===== config.mk =====
export PLATFORM = sky130hd
export DESIGN_NAME = sorted_list_merge_path_unit
export DESIGN_NICKNAME = d
export VERILOG_FILES = /design/src/design/slmp_pkg.sv /design/src/design/slmp_ram.sv /design/src/design/slmp_ctrl.sv /design/src/design/slmp_dp.sv /design/src/design/sorted_list_merge_path_unit.sv
export SDC_FILE = /design/constraint.sdc
export NUM_CORES = 2
export LEC_CHECK = 0
export BUFFER_PORTS_ARGS = -buffer_cell sky130_fd_sc_hd__buf_2
export CAP_MARGIN = 20
export CORE_MARGIN = 2
export CORE_UTILIZATION = 40
export DETAILED_ROUTE_END_ITERATION = 16
export GPL_TIMING_DRIVEN = 0
export HOLD_SLACK_MARGIN = 0.02
export SETUP_SLACK_MARGIN = 0.1
export SKIP_LAST_GASP = 1
export SLEW_MARGIN = 10
export SYNTH_ARGS = -nofsm -noshare
export SYNTH_HDL_FRONTEND = slang
export SYNTH_SLANG_ARGS = --single-unit

===== constraint.sdc =====
create_clock -name clk -period 5.95 [get_ports clk]
set_input_delay 1.19 -clock clk [delete_from_list [all_inputs] [get_ports clk]]
set_output_delay 1.19 -clock clk [all_outputs]
set_load 0.005 [all_outputs]

===== src/design/slmp_pkg.sv =====
// Shared mode codes and controller/datapath interface types for the merge-path unit.
`default_nettype none

package slmp_pkg;

  localparam logic [1:0] MODE_APPEND_A = 2'd0;
  localparam logic [1:0] MODE_APPEND_B = 2'd1;
  localparam logic [1:0] MODE_MERGE    = 2'd2;

  typedef struct packed {
    logic load_a;
    logic load_b;
    logic set_ovf;
    logic start_merge;
    logic div_step;
    logic search_init;
    logic search_issue;
    logic search_eval;
    logic set_bound;
    logic merge_emit;
    logic advance;
    logic finish;
  } slmp_cmd_t;

  typedef struct packed {
    logic full_a;
    logic full_b;
    logic div_busy;
    logic last_part;
    logic search_done;
    logic seg_done;
    logic out_free;
  } slmp_status_t;

endpackage

`default_nettype wire


===== src/design/slmp_ram.sv =====
// Generic simple dual-port RAM with registered read.
`default_nettype none

module slmp_ram #(
  parameter int WIDTH = 32,
  parameter int DEPTH = 32,
  localparam int AW = (DEPTH > 1) ? $clog2(DEPTH) : 1
) (
  input  wire logic             clk,
  input  wire logic             we,
  input  wire logic [AW-1:0]    waddr,
  input  wire logic [WIDTH-1:0] wdata,
  input  wire logic [AW-1:0]    raddr,
  output logic      [WIDTH-1:0] rdata
);

  logic [WIDTH-1:0] mem [DEPTH];

  always_ff @(posedge clk) begin
    if (we) begin
      mem[waddr] <= wdata;
    end
    rdata <= mem[raddr];
  end

endmodule

`default_nettype wire


===== src/design/slmp_ctrl.sv =====
// Controller state machine: load, diagonal split search and segment merge sequencing.
`default_nettype none

module slmp_ctrl (
  input  wire logic                  clk,
  input  wire logic                  rst,
  input  wire logic                  in_valid,
  output logic                       in_stall,
  input  wire logic [1:0]            mode,
  input  wire slmp_pkg::slmp_status_t status,
  output slmp_pkg::slmp_cmd_t        cmd
);
  import slmp_pkg::*;

  typedef enum logic [2:0] {
    S_IDLE,
    S_DIV,
    S_SRCH_ISSUE,
    S_SRCH_EVAL,
    S_BOUND,
    S_SEG,
    S_EMIT
  } state_t;

  state_t state;
  state_t state_next;
  logic   accept;

  assign in_stall = (state != S_IDLE);
  assign accept   = in_valid && !in_stall;

  always_comb begin
    cmd        = '0;
    state_next = state;
    unique case (state)
      S_IDLE: begin
        if (accept) begin
          priority if (mode == MODE_APPEND_A) begin
            cmd.load_a  = !status.full_a;
            cmd.set_ovf = status.full_a;
          end else if (mode == MODE_APPEND_B) begin
            cmd.load_b  = !status.full_b;
            cmd.set_ovf = status.full_b;
          end else if (mode == MODE_MERGE) begin
            cmd.start_merge = 1'b1;
            state_next      = S_DIV;
          end else begin
            // unused code: transaction is taken and ignored
          end
        end
      end
      S_DIV: begin
        priority if (status.div_busy) begin
          cmd.div_step = 1'b1;
        end else if (status.last_part) begin
          state_next = S_BOUND;
        end else begin
          cmd.search_init = 1'b1;
          state_next      = S_SRCH_ISSUE;
        end
      end
      S_SRCH_ISSUE: begin
        if (status.search_done) begin
          state_next = S_BOUND;
        end else begin
          cmd.search_issue = 1'b1;
          state_next       = S_SRCH_EVAL;
        end
      end
      S_SRCH_EVAL: begin
        cmd.search_eval = 1'b1;
        state_next      = S_SRCH_ISSUE;
      end
      S_BOUND: begin
        cmd.set_bound = 1'b1;
        state_next    = S_SEG;
      end
      S_SEG: begin
        priority if (!status.seg_done) begin
          state_next = S_EMIT;
        end else if (status.last_part) begin
          cmd.finish = 1'b1;
          state_next = S_IDLE;
        end else begin
          cmd.advance = 1'b1;
          state_next  = S_DIV;
        end
      end
      S_EMIT: begin
        if (status.out_free) begin
          cmd.merge_emit = 1'b1;
          state_next     = S_SEG;
        end
      end
      default: state_next = S_IDLE;
    endcase
  end

  always_ff @(posedge clk) begin
    if (rst) begin
      state <= S_IDLE;
    end else begin
      state <= state_next;
    end
  end

endmodule

`default_nettype wire


===== src/design/slmp_dp.sv =====
// Datapath: list stores, counts, split search, segment merge and result register.
`default_nettype none

module slmp_dp #(
  parameter int LIST_DEPTH = 32,
  parameter int PARTS      = 4
) (
  input  wire logic                clk,
  input  wire logic                rst,
  input  wire slmp_pkg::slmp_cmd_t cmd,
  output slmp_pkg::slmp_status_t   status,
  input  wire logic signed [31:0]  value,
  output logic                     out_valid,
  input  wire logic                out_stall,
  output logic signed [31:0]       merged_value,
  output logic                     from_list_b,
  output logic                     last,
  output logic                     dropped
);
  import slmp_pkg::*;

  localparam int AW = (LIST_DEPTH > 1) ? $clog2(LIST_DEPTH) : 1;
  localparam int CW = $clog2(LIST_DEPTH + 1);
  localparam int TW = $clog2(2 * LIST_DEPTH + 1);
  localparam int PW = $clog2(PARTS + 1);
  localparam int RW = $clog2(PARTS + 2 * LIST_DEPTH + 1);

  logic [CW-1:0] count_a, count_b;
  logic          ovf;
  logic [PW-1:0] part;
  logic [TW-1:0] quot;
  logic [RW-1:0] rem;
  logic [CW-1:0] lo, hi;
  logic [CW-1:0] mid_r;
  logic [TW-1:0] j_r;
  logic [CW-1:0] prev_a, prev_b;
  logic [CW-1:0] cur_a, cur_b;
  logic [TW-1:0] kout;

  logic [TW-1:0] total;
  logic [CW-1:0] mid_c;
  logic [TW-1:0] j_c, jm1_c;
  logic [AW-1:0] raddr_a, raddr_b;
  logic [31:0]   rd_a, rd_b;
  logic          go_right;
  logic          i_more, j_more, take_a;
  logic          out_free;

  assign total = TW'(count_a) + TW'(count_b);
  assign mid_c = lo + ((hi - lo) >> 1);
  assign j_c   = quot - TW'(mid_c);
  assign jm1_c = j_c - TW'(1);

  assign raddr_a = cmd.search_issue ? mid_c[AW-1:0] : prev_a[AW-1:0];
  assign raddr_b = cmd.search_issue ? jm1_c[AW-1:0] : prev_b[AW-1:0];

  slmp_ram #(.WIDTH(32), .DEPTH(LIST_DEPTH)) u_store_a (
    .clk   (clk),
    .we    (cmd.load_a),
    .waddr (count_a[AW-1:0]),
    .wdata (value),
    .raddr (raddr_a),
    .rdata (rd_a)
  );

  slmp_ram #(.WIDTH(32), .DEPTH(LIST_DEPTH)) u_store_b (
    .clk   (clk),
    .we    (cmd.load_b),
    .waddr (count_b[AW-1:0]),
    .wdata (value),
    .raddr (raddr_b),
    .rdata (rd_b)
  );

  // B element before the diagonal is larger than the A element on it: split moves right
  assign go_right = (j_r != '0) && (j_r <= TW'(count_b)) && (mid_r < count_a) &&
                    ($signed(rd_b) > $signed(rd_a));

  assign i_more = prev_a < cur_a;
  assign j_more = prev_b < cur_b;
  // ties go to B
  assign take_a = i_more && (!j_more || ($signed(rd_a) < $signed(rd_b)));

  assign out_free = !out_valid || !out_stall;

  assign status.full_a      = (count_a == CW'(LIST_DEPTH));
  assign status.full_b      = (count_b == CW'(LIST_DEPTH));
  assign status.div_busy    = (rem >= RW'(PARTS));
  assign status.last_part   = (part == PW'(PARTS));
  assign status.search_done = (lo >= hi);
  // segment ends at its own diagonal, even if an unordered list leaves elements over
  assign status.seg_done    = (kout == (TW'(cur_a) + TW'(cur_b)));
  assign status.out_free    = out_free;

  // control state
  always_ff @(posedge clk) begin
    if (rst) begin
      count_a   <= '0;
      count_b   <= '0;
      ovf       <= 1'b0;
      out_valid <= 1'b0;
    end else begin
      if (cmd.load_a) begin
        count_a <= count_a + CW'(1);
      end
      if (cmd.load_b) begin
        count_b <= count_b + CW'(1);
      end
      if (cmd.set_ovf) begin
        ovf <= 1'b1;
      end
      if (cmd.finish) begin
        count_a <= '0;
        count_b <= '0;
        ovf     <= 1'b0;
      end
      if (cmd.merge_emit) begin
        out_valid <= 1'b1;
      end else if (!out_stall) begin
        out_valid <= 1'b0;
      end
    end
  end

  // merge sequencing registers
  always_ff @(posedge clk) begin
    if (cmd.start_merge) begin
      part   <= PW'(1);
      quot   <= '0;
      rem    <= RW'(total);
      prev_a <= '0;
      prev_b <= '0;
      cur_a  <= '0;
      cur_b  <= '0;
      kout   <= '0;
    end
    // d = floor(part * total / PARTS), kept as quot with remainder rem
    if (cmd.div_step) begin
      rem  <= rem - RW'(PARTS);
      quot <= quot + TW'(1);
    end
    if (cmd.advance) begin
      part <= part + PW'(1);
      rem  <= rem + RW'(total);
    end
    if (cmd.search_init) begin
      lo <= (quot > TW'(count_b)) ? CW'(quot - TW'(count_b)) : '0;
      hi <= (quot < TW'(count_a)) ? CW'(quot) : count_a;
    end
    if (cmd.search_issue) begin
      mid_r <= mid_c;
      j_r   <= j_c;
    end
    if (cmd.search_eval) begin
      if (go_right) begin
        lo <= mid_r + CW'(1);
      end else begin
        hi <= mid_r;
      end
    end
    // each segment starts from the previous split point
    if (cmd.set_bound) begin
      prev_a <= cur_a;
      prev_b <= cur_b;
      if (status.last_part) begin
        cur_a <= count_a;
        cur_b <= count_b;
      end else begin
        cur_a <= lo;
        cur_b <= CW'(quot - TW'(lo));
      end
    end
    if (cmd.merge_emit) begin
      if (take_a) begin
        prev_a <= prev_a + CW'(1);
      end else begin
        prev_b <= prev_b + CW'(1);
      end
      kout <= kout + TW'(1);
    end
  end

  // result register
  always_ff @(posedge clk) begin
    if (cmd.merge_emit) begin
      merged_value <= take_a ? rd_a : rd_b;
      from_list_b  <= !take_a;
      last         <= ((kout + TW'(1)) == total);
      dropped      <= ovf;
    end
  end

endmodule

`default_nettype wire


===== src/design/sorted_list_merge_path_unit.sv =====
// Load: list transactions and mode 3 (taken and ignored) never stall the input.
// Merge: for each of PARTS segments, up to ceil(total/PARTS) divide steps plus, for all but
// the last segment, a binary split search whose steps each do a RAM read, then a compare;
// each result takes a registered store read, then a select. Results leave through an output
// register. Input is stalled for the whole merge. Reset clears counts, drop flag and control;
// list contents are left as they were.
`default_nettype none

module sorted_list_merge_path_unit #(
  parameter int LIST_DEPTH = 32,
  parameter int PARTS      = 4
) (
  input  wire logic               clk,
  input  wire logic               rst,
  input  wire logic               in_valid,
  output logic                    in_stall,
  input  wire logic [1:0]         mode,
  input  wire logic signed [31:0] value,
  output logic                    out_valid,
  input  wire logic               out_stall,
  output logic signed [31:0]      merged_value,
  output logic                    from_list_b,
  output logic                    last,
  output logic                    dropped
);
  import slmp_pkg::*;

  slmp_cmd_t    cmd;
  slmp_status_t status;

  slmp_ctrl u_ctrl (
    .clk      (clk),
    .rst      (rst),
    .in_valid (in_valid),
    .in_stall (in_stall),
    .mode     (mode),
    .status   (status),
    .cmd      (cmd)
  );

  slmp_dp #(.LIST_DEPTH(LIST_DEPTH), .PARTS(PARTS)) u_dp (
    .clk          (clk),
    .rst          (rst),
    .cmd          (cmd),
    .status       (status),
    .value        (value),
    .out_valid    (out_valid),
    .out_stall    (out_stall),
    .merged_value (merged_value),
    .from_list_b  (from_list_b),
    .last         (last),
    .dropped      (dropped)
  );

  a_emit_into_free_slot: assert property (@(posedge clk) disable iff (rst)
    cmd.merge_emit |-> status.out_free)
    else $error("result register overwritten while a transaction is pending");

  a_load_one_cycle: assert property (@(posedge clk) disable iff (rst)
    (in_valid && !in_stall && mode != MODE_MERGE) |=> !in_stall)
    else $error("non-merge transaction held the input");

  a_single_input_action: assert property (@(posedge clk) disable iff (rst)
    $onehot0({cmd.load_a, cmd.load_b, cmd.set_ovf, cmd.start_merge}))
    else $error("conflicting input commands");

  a_finish_clears: assert property (@(posedge clk) disable iff (rst)
    cmd.finish |=> (!status.full_a && !in_stall))
    else $error("merge did not return to idle with lists emptied");

endmodule

`default_nettype wire


==> metrics.txt <==
Max IR drop VDD 507 µV; met3 usage 6.09%; CP Max Fanout 10; largest net degree at the start of global routing 65; #FFs+latches synth 2,237; CP Capture Type register; HP Class reg -> reg; RR Startpoint u_dp.lo[0]; average via count per standard cell 5.75; RSZ-0062 raised after global routing true; grt ovf 0; NetSw 0.0147 W; WL final 295,000 µm; Final Hold Vio Count 0; Avg Inst Size Synth 13.5 µm²; hold_sp u_dp.ovf; first-pass GRT wire length 412,000 µm; Reg clk slew, reported paths 70 ps; IO Pins 75; status completed; combinational group share of total power 27.9%; # DRC 0; total global-route track usage 25.1%; die height 479 µm; clock root buffer clkbuf_16; WHS Endpoint u_dp.dropped; Skew-Pair Late Insertion Delay 880 ps; CP startpoint u_dp.lo[0]; Synth Flop Type edfxtp_1; mapped cell area 90,300 µm²; Worst R2R Path Depth 18; Clk pwr share 31.0%; Pleak 34.9 nW; Max Freq 173 MHz; crit start category register; Post-Syn Instances 6,692; average routed wire per standard cell 28.6 µm; Ys Warns 0; Pwr per Cell Area 419 nW/µm²; R2R Setup Slk 160 ps; antenna violations before repair 28; ratio of cells with drive above 1 in the final layout 12.8%; met1 Use GR 33.3%; TritonCTS buffer count 219; count of nets after finishing 7,271; vias in the first global route 56,100; post-DP HPWL 203,000 µm; Max Cap Viol 0; input/output buffers 74; GR Util met2 38.8%; min Tclk post-route 5790 ps; Chip Width 479 µm; sequential power share 41.2%; CP Class reg -> reg; Die ar. 229,000 µm²; Pint 0.0296 W; fill count 19,500; hold buffer count at CTS 0; CORE AREA 225,000 µm²; GP Congestion 0.950; Hold Path Cell Cnt 0; Final Max Tran Viols 0; Seq. cell area 66,100 µm²; Synth cell types 73; EDFF count, synth 2,132; Slew headroom 15.9%; switching share of power 33.1%; fin crit share 97.3%; Post-Layout Cell Count 10,300; Reg-to-Reg End u_dp.u_store_b.rdata[31]; row cnt 174; Seq/Total Area, Yosys 73.3%; 1st-pass router iterations 6; DR iter-0 viols 8,395; Worst EP arrival 6610 ps; Crit path required time 6770 ps; vias 59,200; post-placement cell count 9,866; Starting Density 40.2%; area delta synth->final 16.9%; fraction of registers with async set/reset 0%; setup TNS 0 ps; Routed Antenna Nets 0; GRT Max-Usage Layer met2; TritonCTS clock tree built; clk buf depth 3; Final Setup Violations 0; syn nets 6,860; Slew @ Worst Pin 1260 ps; Multi-input gate area 23,200 µm²; clock sink count 2,237; htree depth 4; Final Skew 42.3 ps
[placed cells by master (no fill, tap or decap), types with 16 or more instances in the layout]
cell       instances
dfxtp_1          102
edfxtp_1        2132
nor3_1            19
mux2i_1          179
inv_1             96
a211oi_1          16
clkbuf_2          26
mux2_2            41
buf_2            149
nor2_4            65
a22o_1            34
a31oi_1          155
buf_12            40
xnor2_1           48
a221oi_1          31
clkbuf_16        230
ha_1             121
xor2_1            29
buf_4             61
clkinv_2          45
a21oi_1          326
a221oi_2          33
buf_1             48
a211oi_4          16
clkbuf_1         215
o21ai_0           60
nand2_1         1588
a22oi_1          104
buf_16            60
nand4_1          171
nand3_1          534
clkinv_1          54
a21o_1            40
nor2_1           110
a22oi_2           26
[flip-flops by register name (all words and copies together) (netlist names), 7 cells and up]
register / cells
u_dp.j_r: 7
u_dp.kout: 7
u_dp.merged_value: 32
u_dp.quot: 7
u_dp.rem: 7
u_dp.u_store_a.mem: 1024
u_dp.u_store_a.rdata: 32
u_dp.u_store_b.mem: 1024
u_dp.u_store_b.rdata: 32
[kinds of logic after synthesis]
logic type	count (synthesis)	synth area share [%]
simple gates	2583	12.3
fa+ha+maj	130	1.87
buf+inv	495	2.38
flops	2237	73.3
compound gates	941	6.82
mux	222	2.53
xor+xnor	84	0.868
[metal layers]
metal  part of all wire (%)  vias up
li1                       -    25800
met1                     39    29800
met2                     45     3086
met3                     10      550
met4                    5.3       16
met5                  0.032        -
[power groups by stage]
stage	Combinational, W	Sequential [W]	Clock, W
floorplan	0.00692	0.0184	0
global placement	0.0112	0.0186	0
detailed placement	0.0115	0.0185	0
CTS	0.0119	0.0182	0.0138
global route	0.0131	0.0183	0.0144
finish	0.0123	0.0182	0.0137
[synthesized netlist by cell type (36+ instances only)]
cell	number	share of area (%)
nand3_1	536	3.0
dfxtp_1	105	2.3
buf_1	49	0.20
inv_1	97	0.40
clkbuf_1	197	0.82
a31oi_1	163	1.1
edfxtp_1	2132	71
xnor2_1	50	0.49
nand2_1	1591	6.6
nor2_1	176	0.73
and3_1	36	0.25
ha_1	122	1.7
a221oi_1	50	0.49
a21oi_1	329	1.8
mux2_2	41	0.51
buf_2	118	0.65
mux2i_1	180	2.0
o21ai_0	60	0.33
a211oi_1	39	0.32
a22oi_1	130	1.1
a21o_1	40	0.33
nand4_1	171	1.2
[metrics by stage]
step | cell area, µm² | setup WS, ps | utilization, % | hold slack, ps | power, W
2_1_floorplan | 90300 | 1320 | - | 409 | 0.0253
3_3_place_gp | 94400 | -1080 | 42.0 | 466 | 0.0298
3_5_place_dp | 97400 | -1140 | 43.4 | 475 | 0.0300
4_1_cts | 105000 | 80.9 | 46.8 | 494 | 0.0439
5_1_grt | 105000 | 83.9 | 47.0 | 508 | 0.0457
6_report | 106000 | 158 | 47.0 | 501 | 0.0443
[worst max-delay path, stage by stage, from the launching register on]
cell      delay (ps)
dfxtp_4          380
ha_1             180
inv_1             80
fa_2             460
ha_1             210
inv_1             70
fa_2             500
fa_2             600
inv_1             50
ha_1             320
o21ai_2          260
buf_4            260
buf_2            410
buf_1            620
a21oi_1           90
a22oi_1          360
nor2_1           100
a211oi_2         420
and3_2           330
[final cells by class]
cell class                 instances  area share (%)
antenna                            8          0.0190
buffer                           393            1.80
clock buffer                     282            5.71
clock inverter                   131           0.976
inverter                         102           0.368
multi-input combinational       3960            22.0
sequential                      2237            62.7
tap                             2992            3.55
timing repair buffer             190            2.89
[how the worst max path moves through the flow]
stage / end / depth (start not counted)
floorplan: u_dp.u_store_b.rdata[19] / 19
global placement: u_dp.u_store_b.rdata[11] / 19
detailed placement: u_dp.u_store_b.rdata[18] / 20
CTS: u_dp.u_store_b.rdata[18] / 19
global route: u_dp.u_store_b.rdata[7] / 22
finish: u_dp.u_store_b.rdata[31] / 18
[what timing repair did]
action | 4_1_cts | 5_1_grt
endpoints found under the hold margin | 0 | 0
buffers inserted | 4 | 3
setup endpoints to repair | 34 | 43
resized for setup | 141 | 96
pin swaps | 22 | 21
(Power assumes the default switching activity.)
